[config.mk]
export PLATFORM = sky130hd
export DESIGN_NAME = bt_cfg_flat
export DESIGN_NICKNAME = d
export VERILOG_FILES = /design/src/design/bt_pkg.sv /design/src/design/bt_if.sv /design/src/design/bt_cfg.sv /design/src/flat_wrapper.sv
export SDC_FILE = /design/constraint.sdc
export NUM_CORES = 1
export LEC_CHECK = 0
export BUFFER_PORTS_ARGS = -buffer_cell sky130_fd_sc_hd__buf_2
export CORE_UTILIZATION = 43
export DETAILED_ROUTE_END_ITERATION = 10
export GPL_TIMING_DRIVEN = 0
export PLACE_DENSITY = 0.68
export SETUP_SLACK_MARGIN = 0.02
export SLEW_MARGIN = 20
export SYNTH_ARGS = -nofsm -noshare
export SYNTH_HDL_FRONTEND = slang
export SYNTH_SLANG_ARGS = --single-unit
[constraint.sdc]
create_clock -name clk -period 2.14 [get_ports clk]
set_clock_uncertainty 0.1 [all_clocks]
set_input_delay 0.107 -clock clk [delete_from_list [all_inputs] [get_ports clk]]
set_output_delay 0.107 -clock clk [all_outputs]
set_load 0.03 [all_outputs]
[src/design/bt_pkg.sv]
package bt_pkg;

	// Result status codes
	typedef logic [1:0] status_t;
	localparam status_t ST_OK       = 2'd0;
	localparam status_t ST_NO_Z     = 2'd1;
	localparam status_t ST_BAD_GEOM = 2'd2;

	// Configuration register indexes
	localparam int CFG_IDX_W = 3;
	typedef logic [CFG_IDX_W-1:0] cfg_idx_t;
	localparam cfg_idx_t CFG_BEACON_TWO_X   = 3'd0;
	localparam cfg_idx_t CFG_BEACON_THREE_X = 3'd1;
	localparam cfg_idx_t CFG_BEACON_THREE_Y = 3'd2;
	localparam cfg_idx_t CFG_BEACON_FOUR_X  = 3'd3;
	localparam cfg_idx_t CFG_BEACON_FOUR_Y  = 3'd4;
	localparam cfg_idx_t CFG_BEACON_FOUR_Z  = 3'd5;
	localparam cfg_idx_t CFG_USE_FOURTH     = 3'd6;

endpackage

[src/design/bt_if.sv]


interface bt_cfg_if #(parameter int W = 32) ();
	logic             valid;
	logic             ready;
	bt_pkg::cfg_idx_t index;
	logic [W-1:0]     data;

	modport source (output valid, index, data, input ready);
	modport sink   (input valid, index, data, output ready);
endinterface

[src/design/bt_cfg.sv]
module bt_cfg #(
	parameter int W = 32,
	parameter int F = 16
) (
	input  logic                clk,
	input  logic                arst_n,
	bt_cfg_if.sink              cfg,
	output logic signed [W-1:0] two_x,
	output logic signed [W-1:0] three_x,
	output logic signed [W-1:0] three_y,
	output logic signed [W-1:0] four_x,
	output logic signed [W-1:0] four_y,
	output logic signed [W-1:0] four_z,
	output logic                use_fourth
);

	localparam logic [W-1:0] ONE = W'(1) << F;

	assign cfg.ready = 1'b1;

	always_ff @(posedge clk or negedge arst_n) begin
		if (!arst_n) begin
			two_x      <= ONE;
			three_x    <= '0;
			three_y    <= ONE;
			four_x     <= '0;
			four_y     <= '0;
			four_z     <= '0;
			use_fourth <= 1'b0;
		end else if (cfg.valid) begin
			case (cfg.index)
				bt_pkg::CFG_BEACON_TWO_X:   two_x      <= cfg.data;
				bt_pkg::CFG_BEACON_THREE_X: three_x    <= cfg.data;
				bt_pkg::CFG_BEACON_THREE_Y: three_y    <= cfg.data;
				bt_pkg::CFG_BEACON_FOUR_X:  four_x     <= cfg.data;
				bt_pkg::CFG_BEACON_FOUR_Y:  four_y     <= cfg.data;
				bt_pkg::CFG_BEACON_FOUR_Z:  four_z     <= cfg.data;
				bt_pkg::CFG_USE_FOURTH:     use_fourth <= cfg.data[0];
				default: ;
			endcase
		end
	end

endmodule

[src/flat_wrapper.sv]
// flat-port wrapper written by rule: the top's interface ports become plain ports
module bt_cfg_flat 
#(
	parameter int W = 32,
	parameter int F = 16
)
  (clk, arst_n, two_x, three_x, three_y, four_x, four_y, four_z, use_fourth, cfg_valid, cfg_index, cfg_data, cfg_ready);
  bt_cfg_if #(.W(W)) cfg_i ();
  input  logic clk;
  input  logic arst_n;
  output logic signed [W-1:0] two_x;
  output logic signed [W-1:0] three_x;
  output logic signed [W-1:0] three_y;
  output logic signed [W-1:0] four_x;
  output logic signed [W-1:0] four_y;
  output logic signed [W-1:0] four_z;
  output logic use_fourth;
  input wire logic [$bits(cfg_i.valid)-1:0] cfg_valid;
  input wire logic [$bits(cfg_i.index)-1:0] cfg_index;
  input wire logic [$bits(cfg_i.data)-1:0] cfg_data;
  output wire logic [$bits(cfg_i.ready)-1:0] cfg_ready;
  assign cfg_i.valid = cfg_valid;
  assign cfg_i.index = cfg_index;
  assign cfg_i.data = cfg_data;
  assign cfg_ready = cfg_i.ready;
  bt_cfg #(.W(W), .F(F)) u_core (.clk(clk), .arst_n(arst_n), .cfg(cfg_i), .two_x(two_x), .three_x(three_x), .three_y(three_y), .four_x(four_x), .four_y(four_y), .four_z(four_z), .use_fourth(use_fourth));
endmodule
# ---- Yosys cells after proc, flatten, opt, wreduce, memory -nomap -nowiden
# Index checks and enable logic that the tools add are counted.
dict set report word_totals {
  register_bits 193
  inputBits 38
  output_inout_bits 194
  wordCells 21
}
dict set report op_classes {
  eq_ne 6
  n_reduce_logical 8
}
# cell count
set ops {}
lappend ops {{AND reduction 2 bit} 7}
lappend ops {{== test 3 bit (second input constant)} 3}
lappend ops {{== test 3 x 2 -> 1 bit (second input constant)} 2}
lappend ops {{== test 3 x 1 -> 1 bit (second input constant)} 1}
lappend ops {{logical NOT 3 bit} 1}

# ---- Longest topological paths before layout
dict set report logic_depth {
  ltp_word 2
  ltp_mapped 5
  mapped_depth_nobuf 2
}

# ---- Least setup slack after synthesis
# No wires, ideal clock.
dict set report synth_timing {
  path_kind {input-to-reg}
  start {input port cfg_index[0]}
  end {register u_core.two_x[10]}
  setup_ns 0.125
  arrival_ns 1.160
  t_required_ns 1.915
  slack_ns 0.755
  stages 4
  path_buffers 2
  cell_sequence {buf_4 > nor4b_4 > buf_6 > mux2_2}
}
dict set report synth_between {
  elab_chain_len 2
}
# item line_no
set synth_rtl {}
lappend synth_rtl {{from (decl)} flat_wrapper.sv:19} ;# input wire logic [$bits(cfg_i.index)-1:0] cfg_index;
lappend synth_rtl {{logical NOT 3 bit} bt_cfg.sv:31} ;# case (cfg.index)
lappend synth_rtl {{AND reduction 2 bit (no line)} -}
lappend synth_rtl {{to (signal assigned)} bt_cfg.sv:32} ;# bt_pkg::CFG_BEACON_TWO_X: two_x <= cfg.data;
lappend synth_rtl {{to (decl)} bt_cfg.sv:8} ;# output logic signed [W-1:0] two_x,
# No other way between the ends.
# A chain may end at the register's enable or synchronous reset.

# ---- Worst setup path in the final report
dict set report layout_timing {
  start {input port cfg_index[1]}
  end {register u_core.two_x[10]}
}
# The elaborated chain is that of the path after synthesis.

==> results.py <==
metrics = {
    "die": {
        "dieArea_sq_um": 17500,
        "start_util_pct": 44.0,
        "pin_count": 232,
        "die_height_um": 132,
        "fp.dieW_um": 132,
        "core_sq_um": 16600,
        "num_rows": 47,
    },
    "timing": {
        "setup_viol": 0,
        "final.setup.tns_ps": 0,
        "final-hold-violation-count": 0,
        "fmax_ghz": 0.568,
        "fin_crit_sh_pct": 82.2,
        "tightestPinTransition_ps": 643,
        "drv_slew": 0,
        "slew_headroom_pct": 57.2,
        "rsz0062_at_grt": "false",
        "min_period_ps": 1760,
    },
    "worst_setup_path": {
        "max_stage_delay_ps": 550,
        "reg2reg_slack_ps": 1250,
        "critical_path_buf_inv_count": 3,
        "timing.rr.end": "u_core.three_y[15]",
        "endpoint_kind": "flip-flop",
        "startpoint_type": "input pin",
        "reg2reg_depth": 1,
        "cp.required_ps": 2340,
        "path_max_fanout": 10,
        "slowest_stage": "dlygate4sd3_1",
        "r2r_start": "u_core.three_y[15]",
        "cp.depth": 5,
        "cp_top_family": "buffers and inverters",
        "crit_path_end": "u_core.two_x[10]",
        "crit_type": "in -> reg",
        "crit_chain": "dlygate4sd3_1, buf_2, nor4b_4, buf_6, mux2_2",
        "cp-startpoint": "cfg_index[1]",
        "crit_arrival_ps": 1960,
    },
    "clock_network": {
        "cts-root-buf": "clkbuf_16",
        "cts_buffers": 17,
        "clock_path_buffers": 2,
        "htree_levels": 4,
        "numClockSinks": 193,
        "cts_tree": "built",
        "cts-resized-gates": 0,
        "worstSkewPairLatency_ps": 420,
        "cts.reportedPaths.clkPinSlew_ps": 70,
    },
    "synthesis": {
        "ys_types": 13,
        "synthFlopType": "dfrtp_1",
        "synthTopCellsByArea": "dfrtp_1 65%, mux2_2 24%, mux2_1 6.2%, buf_6 1.4%, dfstp_2 0.72%",
        "yosys.area_share.xor_xnor_pct": 0,
        "synth_compound_area_share_pct": 0,
        "yosysTopAreaCellShare_pct": 65.5,
        "yosys_warnings": 0,
        "synth_area_leader_cell": "dfrtp_1",
        "ys_ff_latch": 193,
        "synth_top_family_by_area": "multiplexers",
        "yosysSeqAreaShare_pct": 66.2,
        "synthAdderAreaFrac_pct": 0,
        "syn_avg_cell_area_sq_um": 17.5,
        "syn_inst": 417,
        "synth_edf_count": 0,
        "netlist_top_cells_count": "191 x dfrtp_1, 153 x mux2_2, 40 x mux2_1, 9 x buf_6, 8 x buf_2",
        "synth.most_common_cell": "dfrtp_1",
        "syn_area_sq_um": 7300,
        "syn-num-nets": 455,
        "synth_mux_area_share_pct": 29.8,
        "synthSimpleGateAreaFrac_pct": 1.13,
        "async_flop_share_pct": 100,
    },
    "finish": {
        "finalNetCount": 741,
        "stdcell_area_sq_um": 9790,
        "antenna_cells": 0,
        "finalNonFillerCells": 935,
        "drive_gt1_share_pct": 61.5,
        "syn2layout_area_growth_pct": 34.1,
    },
    "global_routing": {
        "grt_max_degree": 109,
        "globalRouteOverflowTotal": 0,
        "grt_pass1_vias": 4891,
        "antenna_found_initial": 0,
        "grt.total_usage_pct": 20.7,
        "grt_pass1_wl_um": 27500,
    },
    "detailed_routing": {
        "dr_total_vias": 4600,
        "drt_first_pass_iters": 4,
        "antenna_left": 0,
        "drc": 0,
        "drt_iter0_drc": 144,
        "vias_per_cell": 4.92,
        "wire_per_inst_um": 18.4,
        "finalWirelength_um": 17200,
    },
    "place": {
        "gp_congestion": 0.777,
        "dpl.hpwl_um": 12000,
        "placed_cell_area_sq_um": 8760,
        "portBuffers": 229,
        "dp.cells": 867,
    },
    "status": {
        "status": "completed",
    },
    "power_and_ir_drop": {
        "ir_drop_mv": 0.559,
        "cellPowerDensity_nw_per_um2": 1220,
        "p_leak_nw": 4.69,
    },
    "min_path": {
        "hp-class": "in -> async",
    },
    "run": {
        "drv_cap": 0,
    },
}
placed cells by master, fill, tap and decap left out:
master	instances
mux2_1	40
dlygate4sd3_1	37
buf_8	4
inv_8	1
clkinv_2	2
clkbuf_8	2
mux2_2	153
buf_2	236
inv_6	2
nor4b_4	1
buf_6	9
clkbuf_16	17
nand4b_1	3
and4bb_1	1
dfrtp_1	191
bufinv_16	5
clkinvlp_4	2
buf_16	1
conb_1	1
buf_4	3
nor4bb_1	2
dfstp_2	2
through the flow:
step                      power (mW)  hold WS [ps]  setup slack (ps)  util (%)
final                           12.0           181               380      59.0
after global placement          8.41           286             -1980      52.6
after floorplan                 7.26          -289               755         -
after global routing            12.5           220               332      59.0
after detailed placement        8.52          48.1               508      52.8
after CTS                       12.1           199               379      59.0
layout make-up:
type                       instances  area (sq um)
clock inverter                    12           204
buffer                            23           209
tap                              220           275
sequential                       193          4830
fill                            1348          6800
timing repair buffer             267          1550
multi-input combinational        201          2260
clock buffer                      19           453
worst min path at each step:
stage	from	to	cells past startpoint
floorplan	arst_n	u_core.four_x[0]	0
global placement	cfg_data[20]	u_core.three_y[20]	2
detailed placement	arst_n	u_core.four_y[19]	1
CTS	arst_n	u_core.four_y[19]	2
global route	arst_n	u_core.four_z[19]	2
finish	arst_n	u_core.four_y[19]	2
logic make-up (layout without fill, tap and decap cells):
group | Yosys count | after routing
and+or+nand+nor | 7 | 7
muxes | 193 | 193
other | 1 | 1
buffers and inverters | 23 | 321
DFF | 193 | 193
state kept, by name, indices dropped and copies added (netlist names):
name,cells
u_core.three_x,32
u_core.four_z,32
u_core.two_x,32
u_core.use_fourth,1
u_core.four_x,32
u_core.four_y,32
u_core.three_y,32
routing by layer:
metal  vias up  track usage, %  part of all wire [%]
met4         0            7.60                   2.0
met5         -               0                     0
li1       2056               -                     -
met3        32            6.15                   6.4
met1      2350            25.4                    43
met2       162            34.6                    49
where the power goes:
group | total, mW | switching, mW | internal [mW] | leakage, nW
clock network | 3.50 | 1.36 | 2.14 | 0.318
registers | 4.84 | 0.384 | 4.46 | 2.31
logic | 3.64 | 2.44 | 1.20 | 2.06
total | 12.0 | 4.18 | 7.80 | 4.69
what timing repair did:
action,in CTS,in global routing
endpoints found under the hold margin,278,0
setup buffers,0,0
hold buffers,37,0
(Power assumes the default switching activity.)
