## config.mk

```make
export PLATFORM = sky130hd
export DESIGN_NAME = bt_sqrt
export DESIGN_NICKNAME = d
export VERILOG_FILES = /design/src/design/bt_sqrt.sv
export SDC_FILE = /design/constraint.sdc
export NUM_CORES = 2
export LEC_CHECK = 0
export BUFFER_PORTS_ARGS = -buffer_cell sky130_fd_sc_hd__buf_2
export CAP_MARGIN = 20
export CORE_MARGIN = 1.5
export CORE_UTILIZATION = 41
export CTS_CLUSTER_SIZE = 14
export DETAILED_ROUTE_END_ITERATION = 6
export GPL_TIMING_DRIVEN = 0
export PLACE_DENSITY = 0.6
export SYNTH_ARGS = -nofsm -noshare
export SYNTH_HDL_FRONTEND = slang
export SYNTH_SLANG_ARGS = --single-unit
```

## constraint.sdc

```tcl
create_clock -name clk -period 4.15 [get_ports clk]
set_input_delay 0.415 -clock clk [delete_from_list [all_inputs] [get_ports clk]]
set_output_delay 0.415 -clock clk [all_outputs]
set_load 0.1 [all_outputs]
```

## src/design/bt_sqrt.sv

```systemverilog
module bt_sqrt #(
	parameter int RW = 62,
	parameter int SW = 1
) (
	input  logic               clk,
	input  logic               arst_n,
	input  logic               en,
	input  logic               in_vld,
	input  logic [RW-1:0]      rad,
	input  logic [SW-1:0]      in_side,
	output logic               out_vld,
	output logic [RW/2-1:0]    root,
	output logic [SW-1:0]      out_side
);

	localparam int QW = RW / 2;

	// one result bit per stage, remainder and partial root travel along
	logic          vld_s  [0:QW-1];
	logic [RW-1:0] rem_s  [0:QW-1];
	logic [RW-1:0] res_s  [0:QW-1];
	logic [SW-1:0] side_s [0:QW-1];

	for (genvar t = 0; t < QW; t++) begin : g_step
		localparam logic [RW-1:0] BIT = RW'(1) << (2 * (QW - 1 - t));
		logic          vld_in;
		logic [RW-1:0] rem_in;
		logic [RW-1:0] res_in;
		logic [SW-1:0] side_in;
		logic [RW-1:0] trial;
		logic          take;

		if (t == 0) begin : g_head
			assign vld_in  = in_vld;
			assign rem_in  = rad;
			assign res_in  = '0;
			assign side_in = in_side;
		end else begin : g_body
			assign vld_in  = vld_s[t-1];
			assign rem_in  = rem_s[t-1];
			assign res_in  = res_s[t-1];
			assign side_in = side_s[t-1];
		end

		assign trial = res_in + BIT;
		assign take  = rem_in >= trial;

		always_ff @(posedge clk or negedge arst_n) begin
			if (!arst_n) vld_s[t] <= 1'b0;
			else if (en) vld_s[t] <= vld_in;
		end

		always_ff @(posedge clk) begin
			if (en) begin
				rem_s[t]  <= take ? rem_in - trial : rem_in;
				res_s[t]  <= take ? (res_in >> 1) + BIT : res_in >> 1;
				side_s[t] <= side_in;
			end
		end
	end

	assign out_vld  = vld_s[QW-1];
	assign root     = res_s[QW-1][QW-1:0];
	assign out_side = side_s[QW-1];

endmodule

```

==> Word level (Yosys, flattened, before mapping) <==
Memory sizes are Yosys's and may differ from the RTL's.
Cells that the tools add are included.
{ "op_classes": {"mux": 64, "add_sub_neg": 91, "order_cmp": 31} }
{ "op_table": {"columns": ["operator", "count"], "rows": [
  ["62-bit 2-to-1 mux", 61],
  ["62-bit greater-or-equal comparator", 30],
  ["62-bit subtractor", 30],
  ["61-bit by 1-bit adder with 62-bit output (second input constant)", 1],
  ["61-bit by 11-bit adder with 62-bit output (second input constant)", 1],
  ["61-bit by 13-bit adder with 62-bit output (second input constant)", 1],
  ["61-bit by 15-bit adder with 62-bit output (second input constant)", 1],
  ["61-bit by 17-bit adder with 62-bit output (second input constant)", 1],
  ["61-bit by 19-bit adder with 62-bit output (second input constant)", 1],
  ["61-bit by 21-bit adder with 62-bit output (second input constant)", 1],
  ["61-bit by 23-bit adder with 62-bit output (second input constant)", 1],
  ["61-bit by 25-bit adder with 62-bit output (second input constant)", 1],
  ["61-bit by 27-bit adder with 62-bit output (second input constant)", 1],
  ["61-bit by 29-bit adder with 62-bit output (second input constant)", 1],
  ["61-bit by 3-bit adder with 62-bit output (second input constant)", 1],
  ["61-bit by 31-bit adder with 62-bit output (second input constant)", 1],
  ["61-bit by 33-bit adder with 62-bit output (second input constant)", 1],
  ["61-bit by 35-bit adder with 62-bit output (second input constant)", 1],
  ["61-bit by 37-bit adder with 62-bit output (second input constant)", 1],
  ["61-bit by 39-bit adder with 62-bit output (second input constant)", 1],
  ["61-bit by 41-bit adder with 62-bit output (second input constant)", 1],
  ["61-bit by 43-bit adder with 62-bit output (second input constant)", 1],
  ["61-bit by 45-bit adder with 62-bit output (second input constant)", 1],
  ["61-bit by 47-bit adder with 62-bit output (second input constant)", 1],
  ["43 further kinds", 44]
]} }
{ "word_totals": {"input_bits": 67, "reg_bits": 31, "elab_cells": 220, "output_inout_bits": 33, "ram_bits": 3875, "mem_count": 3} }
{ "memory_table": {"columns": ["memory", "depth", "word_bits", "read_ports", "rd_clocked_by_memory_dff", "write_ports", "line", "rtl"], "rows": [
  ["rem_s", 31, 62, 30, 0, 31, "20", "logic [RW-1:0] rem_s [0:QW-1];"],
  ["res_s", 31, 62, 31, 0, 31, "21", "logic [RW-1:0] res_s [0:QW-1];"],
  ["side_s", 31, 1, 31, 0, 31, "22", "logic [SW-1:0] side_s [0:QW-1];"]
]} }

==> Longest topological paths before layout <==
An unclocked memory read counts as a cell.
{ "depth": {"depth_word": 4, "ltp_mapped": 15, "depth_no_buf": 13} }

==> Worst setup path before layout <==
No wires, ideal clock.
{ "synth_path": {"path_kind": "reg2reg", "startpoint": "memory rem_s[20][21] (netlist: rem_s[5][21])", "endpoint": "memory rem_s[21][47] (netlist: rem_s[5][109]), data pin", "arrival_time_ns": 3.382, "t_required_ns": 3.892, "path_buffers": 1, "setup_time_ns": 0.258, "synth_period_minus_slack_ns": 3.640, "slack_ns": 0.510, "path_stages_with_launch": 13, "path_cell_list": "edfxtp_1 ha_1 a21oi_1 a2111oi_0 a2111oi_0 a21oi_1 o311a_1 a41o_1 a21o_1 a21boi_0 clkbuf_1 nand4b_1 xnor2_1"} }
{ "synth_lines": {"columns": ["element", "line"], "rows": [
  ["start, declared", "20"]
]} }

==> flow_summary.yaml <==
detailed_routing:
  antenna_left: 0
  routed_wl_um: 280000
  routedWlPerCell_um: 20.9
  routed_via_density: 5.42
  dr_total_vias: 72600
  dr.pass1.iters: 7
  drcViolationCount: 2
  drtIter0Drc: 6031
yosys:
  synth_area_leaders: "edfxtp_1, ha_1, xnor2_1, xor2_1, a21oi_1"
  syn_nets: 9585
  syn_area_per_cell_um2: 12.7
  synthTopCellsByCount: "edfxtp_1, inv_1, nor2_1"
  synth_edf_count: 2387
  yosysMostFrequentCell: "edfxtp_1"
  yosys_most_used_dff: "edfxtp_1"
  synth-seq-area-share: 0.633
  synthCells: 8993
  yosysTopAreaCellShare: 0.626
  synth.largest_area_cell: "edfxtp_1"
  synth_area_mm2: 0.115
  synth_seq_cells: 2418
  ys_types: 80
  async_flop_share: 0.0128
  synth_warnings: 0
clocking:
  cts.clk_slew.worst_paths_ns: 0.06
  htree_levels: 5
  cts_tree: "done"
  clk-insertion-delay-late_ns: 0.90
  cts-root-buf: "clkbuf_16"
  clockBufferDepth: 4
  cts.sinks: 2418
  cts_inserted_buffers: 272
global_routing:
  grt_pass1_wl_um: 424000
  overflow: 0
  grt_max_degree: 193
  grt_pass1_vias: 71500
  grt_antenna_before_repair: 12
  grt.total_usage: 0.192
floorplan:
  start_util: 0.413
  core_mm2: 0.277
  dieArea_mm2: 0.283
  io_pins: 100
  rows: 193
  dieHeight_um: 532
  die_x_um: 532
worst_setup_path:
  cp-start-kind: "flop"
  rrSetupSlack_ns: 0.07
  r2r_cells: 12
  rr_endpoint: "rem_s[7][119]$_DFFE_PP_"
  critPathMaxFanout: 7
  endpoint_kind: "flop"
  crit_arrival_ns: 4.69
  setup.worst_path.class: "reg2reg"
  r2r-start: "rem_s[7][10]$_DFFE_PP_"
  required_ns: 4.76
cells_and_area:
  drive_above_1_share: 0.0904
  design_area_mm2: 0.131
  final_nets: 10100
  fin_cells: 13400
  area_growth_pct: 14.1
hold_path:
  hold_class: "in2reg"
  worstHoldStart: "en"
  min_to: "side_s[3]$_DFFE_PP_"
  hold_path_depth: 1
sta:
  fmax_mhz: 245
  fin_crit_ns: 4.08
  worst_pin_slew_ns: 1.13
  slew_violations: 0
  relSlewSlack: 0.239
  clock_skew_ns: 0.0746
  timing.final.hold_violations: 0
  timing.final.crit_share: 0.983
  setup_violations: 0
power:
  p_int_mw: 51.5
  switchingPower_mw: 21.1
  power_leakage_nw: 48.7
  peakVddDrop_mv: 0.375
  clkPwrFrac: 0.335
  p_sw_frac: 0.290
  combPwrFrac: 0.204
  pwr-share-seq: 0.461
  power.density_mw_per_mm2: 555
job:
  cap_violations: 0
place:
  hpwlAfterDp_um: 210000
  place_inst: 12800
  dpl_cell_area_mm2: 0.120
  place_congestion: 0.922
  io_buffers: 99
status:
  outcome: "finished with violations"
  violations: "DRC"
-- logic make-up (layout without fill, tap and decap cells) --
kind of cell / count (synthesis) / count (layout) / synth area share
mux: 126 / 126 / 0.0123
xor+xnor: 826 / 826 / 0.0632
simple gates: 2620 / 2620 / 0.118
other cells: 0 / 5 / 0
compound gates: 1653 / 1653 / 0.0889
buf+inv: 825 / 1515 / 0.0272
flops: 2418 / 2418 / 0.633
fa+ha+maj: 525 / 525 / 0.0574
-- area by class of cell --
type                            instances  area, um2
Antenna cell                            5       12.5
Buffer                                172        727
Clock buffer                          318       7060
Clock inverter                        173       1930
Fill cell                           24500     147000
Inverter                              642       2410
Multi-Input combinational cell       5750      39600
Sequential cell                      2418      72500
Tap cell                             3705       4640
Timing Repair Buffer                  210       1780
-- power by group through the flow --
stage / combinational [mW] / sequential [mW] / clock, mW
3_5_place_dp: 14.4 / 33.9 / 0
2_1_floorplan: 10.5 / 32.9 / 0
4_1_cts: 14.6 / 33.5 / 25.0
5_1_grt: 16.3 / 33.8 / 25.8
6_report: 14.8 / 33.4 / 24.3
3_3_place_gp: 14.2 / 35.7 / 0
-- layer usage --
metal | wire length (um) | part of all wire | GRT usage
met1 | 123000 | 0.44 | 0.257
met2 | 135000 | 0.48 | 0.323
met3 | 15300 | 0.055 | 0.0290
met4 | 7010 | 0.025 | 0.0536
met5 | 0 | 0 | 0
-- layout by cell type (no fill, tap or decap), types with 38 or more instances in the layout --
| master | n |
|---|---|
| a211oi_1 | 39 |
| a21o_1 | 207 |
| a21oi_1 | 551 |
| a31oi_1 | 38 |
| and2_1 | 39 |
| buf_2 | 121 |
| clkbuf_1 | 158 |
| clkbuf_16 | 275 |
| clkinv_1 | 47 |
| clkinv_2 | 49 |
| dlygate4sd3_1 | 66 |
| edfxtp_1 | 2387 |
| ha_1 | 523 |
| inv_1 | 641 |
| mux2_2 | 118 |
| nand2_1 | 558 |
| nand2b_1 | 116 |
| nand3_1 | 153 |
| nand4_1 | 152 |
| nor2_1 | 571 |
| nor2b_1 | 74 |
| nor3_1 | 225 |
| nor4_1 | 300 |
| nor4b_1 | 41 |
| o21a_1 | 103 |
| o21ai_0 | 402 |
| o31ai_1 | 42 |
| or2_2 | 41 |
| or3_1 | 72 |
| or4_1 | 60 |
| xnor2_1 | 432 |
| xor2_1 | 392 |
-- how the worst max path moves through the flow --
stage               slack (ns)  cells after the start                       to               startpoint
floorplan                 0.51                     12  rem_s[5][109]$_DFFE_PP_   rem_s[5][21]$_DFFE_PP_
global placement        -36.13                      2      out_vld$_DFFE_PN0P_                       en
detailed placement       -1.01                     11  rem_s[4][154]$_DFFE_PP_  res_s[1][102]$_DFFE_PP_
CTS                      0.003                     13  rem_s[5][230]$_DFFE_PP_  rem_s[5][155]$_DFFE_PP_
global route             -0.04                     12  rem_s[7][119]$_DFFE_PP_   rem_s[7][10]$_DFFE_PP_
finish                    0.07                     12  rem_s[7][119]$_DFFE_PP_   rem_s[7][10]$_DFFE_PP_
-- worst max-delay path, cell delays in order, from the launching register on --
cell	delay [ns]
edfxtp_1	0.43
ha_1	0.31
clkbuf_1	0.18
a21o_1	0.30
a2111oi_4	0.44
a211oi_2	0.20
nor3b_2	0.31
o21ai_1	0.18
o311a_1	0.40
nor4_4	0.40
nand2_2	0.18
or3_1	0.37
xnor2_1	0.13
-- state kept, by name, indices dropped and copies added (netlist names) --
register	count
g_step.vld_in	30
out_vld	1
rem_s	1860
res_s	496
side_s	31
-- through the flow --
step           power (mW)  setup slack [ns]   util  hold WS (ns)  TNS, ns
3_5_place_dp         48.3             -1.01  0.433         0.405  -234.94
6_report             72.5            0.0706  0.471        0.0163        0
5_1_grt              76.0           -0.0377  0.471        0.0159  -0.0900
3_3_place_gp         49.8            -36.13  0.432         0.401        -
4_1_cts              73.0           0.00297  0.470       0.00441        0
2_1_floorplan        43.4             0.510      -         0.119        0
-- repair_timing --
action,in CTS,in global routing
gates cloned,0,0
pin swaps,6,12
endpoints found under the hold margin,99,0
buffers inserted,5,11
setup endpoints to repair,408,424
hold buffers,66,0
gates resized for setup,86,99
No activity file was read; power rests on OpenSTA's default activity.
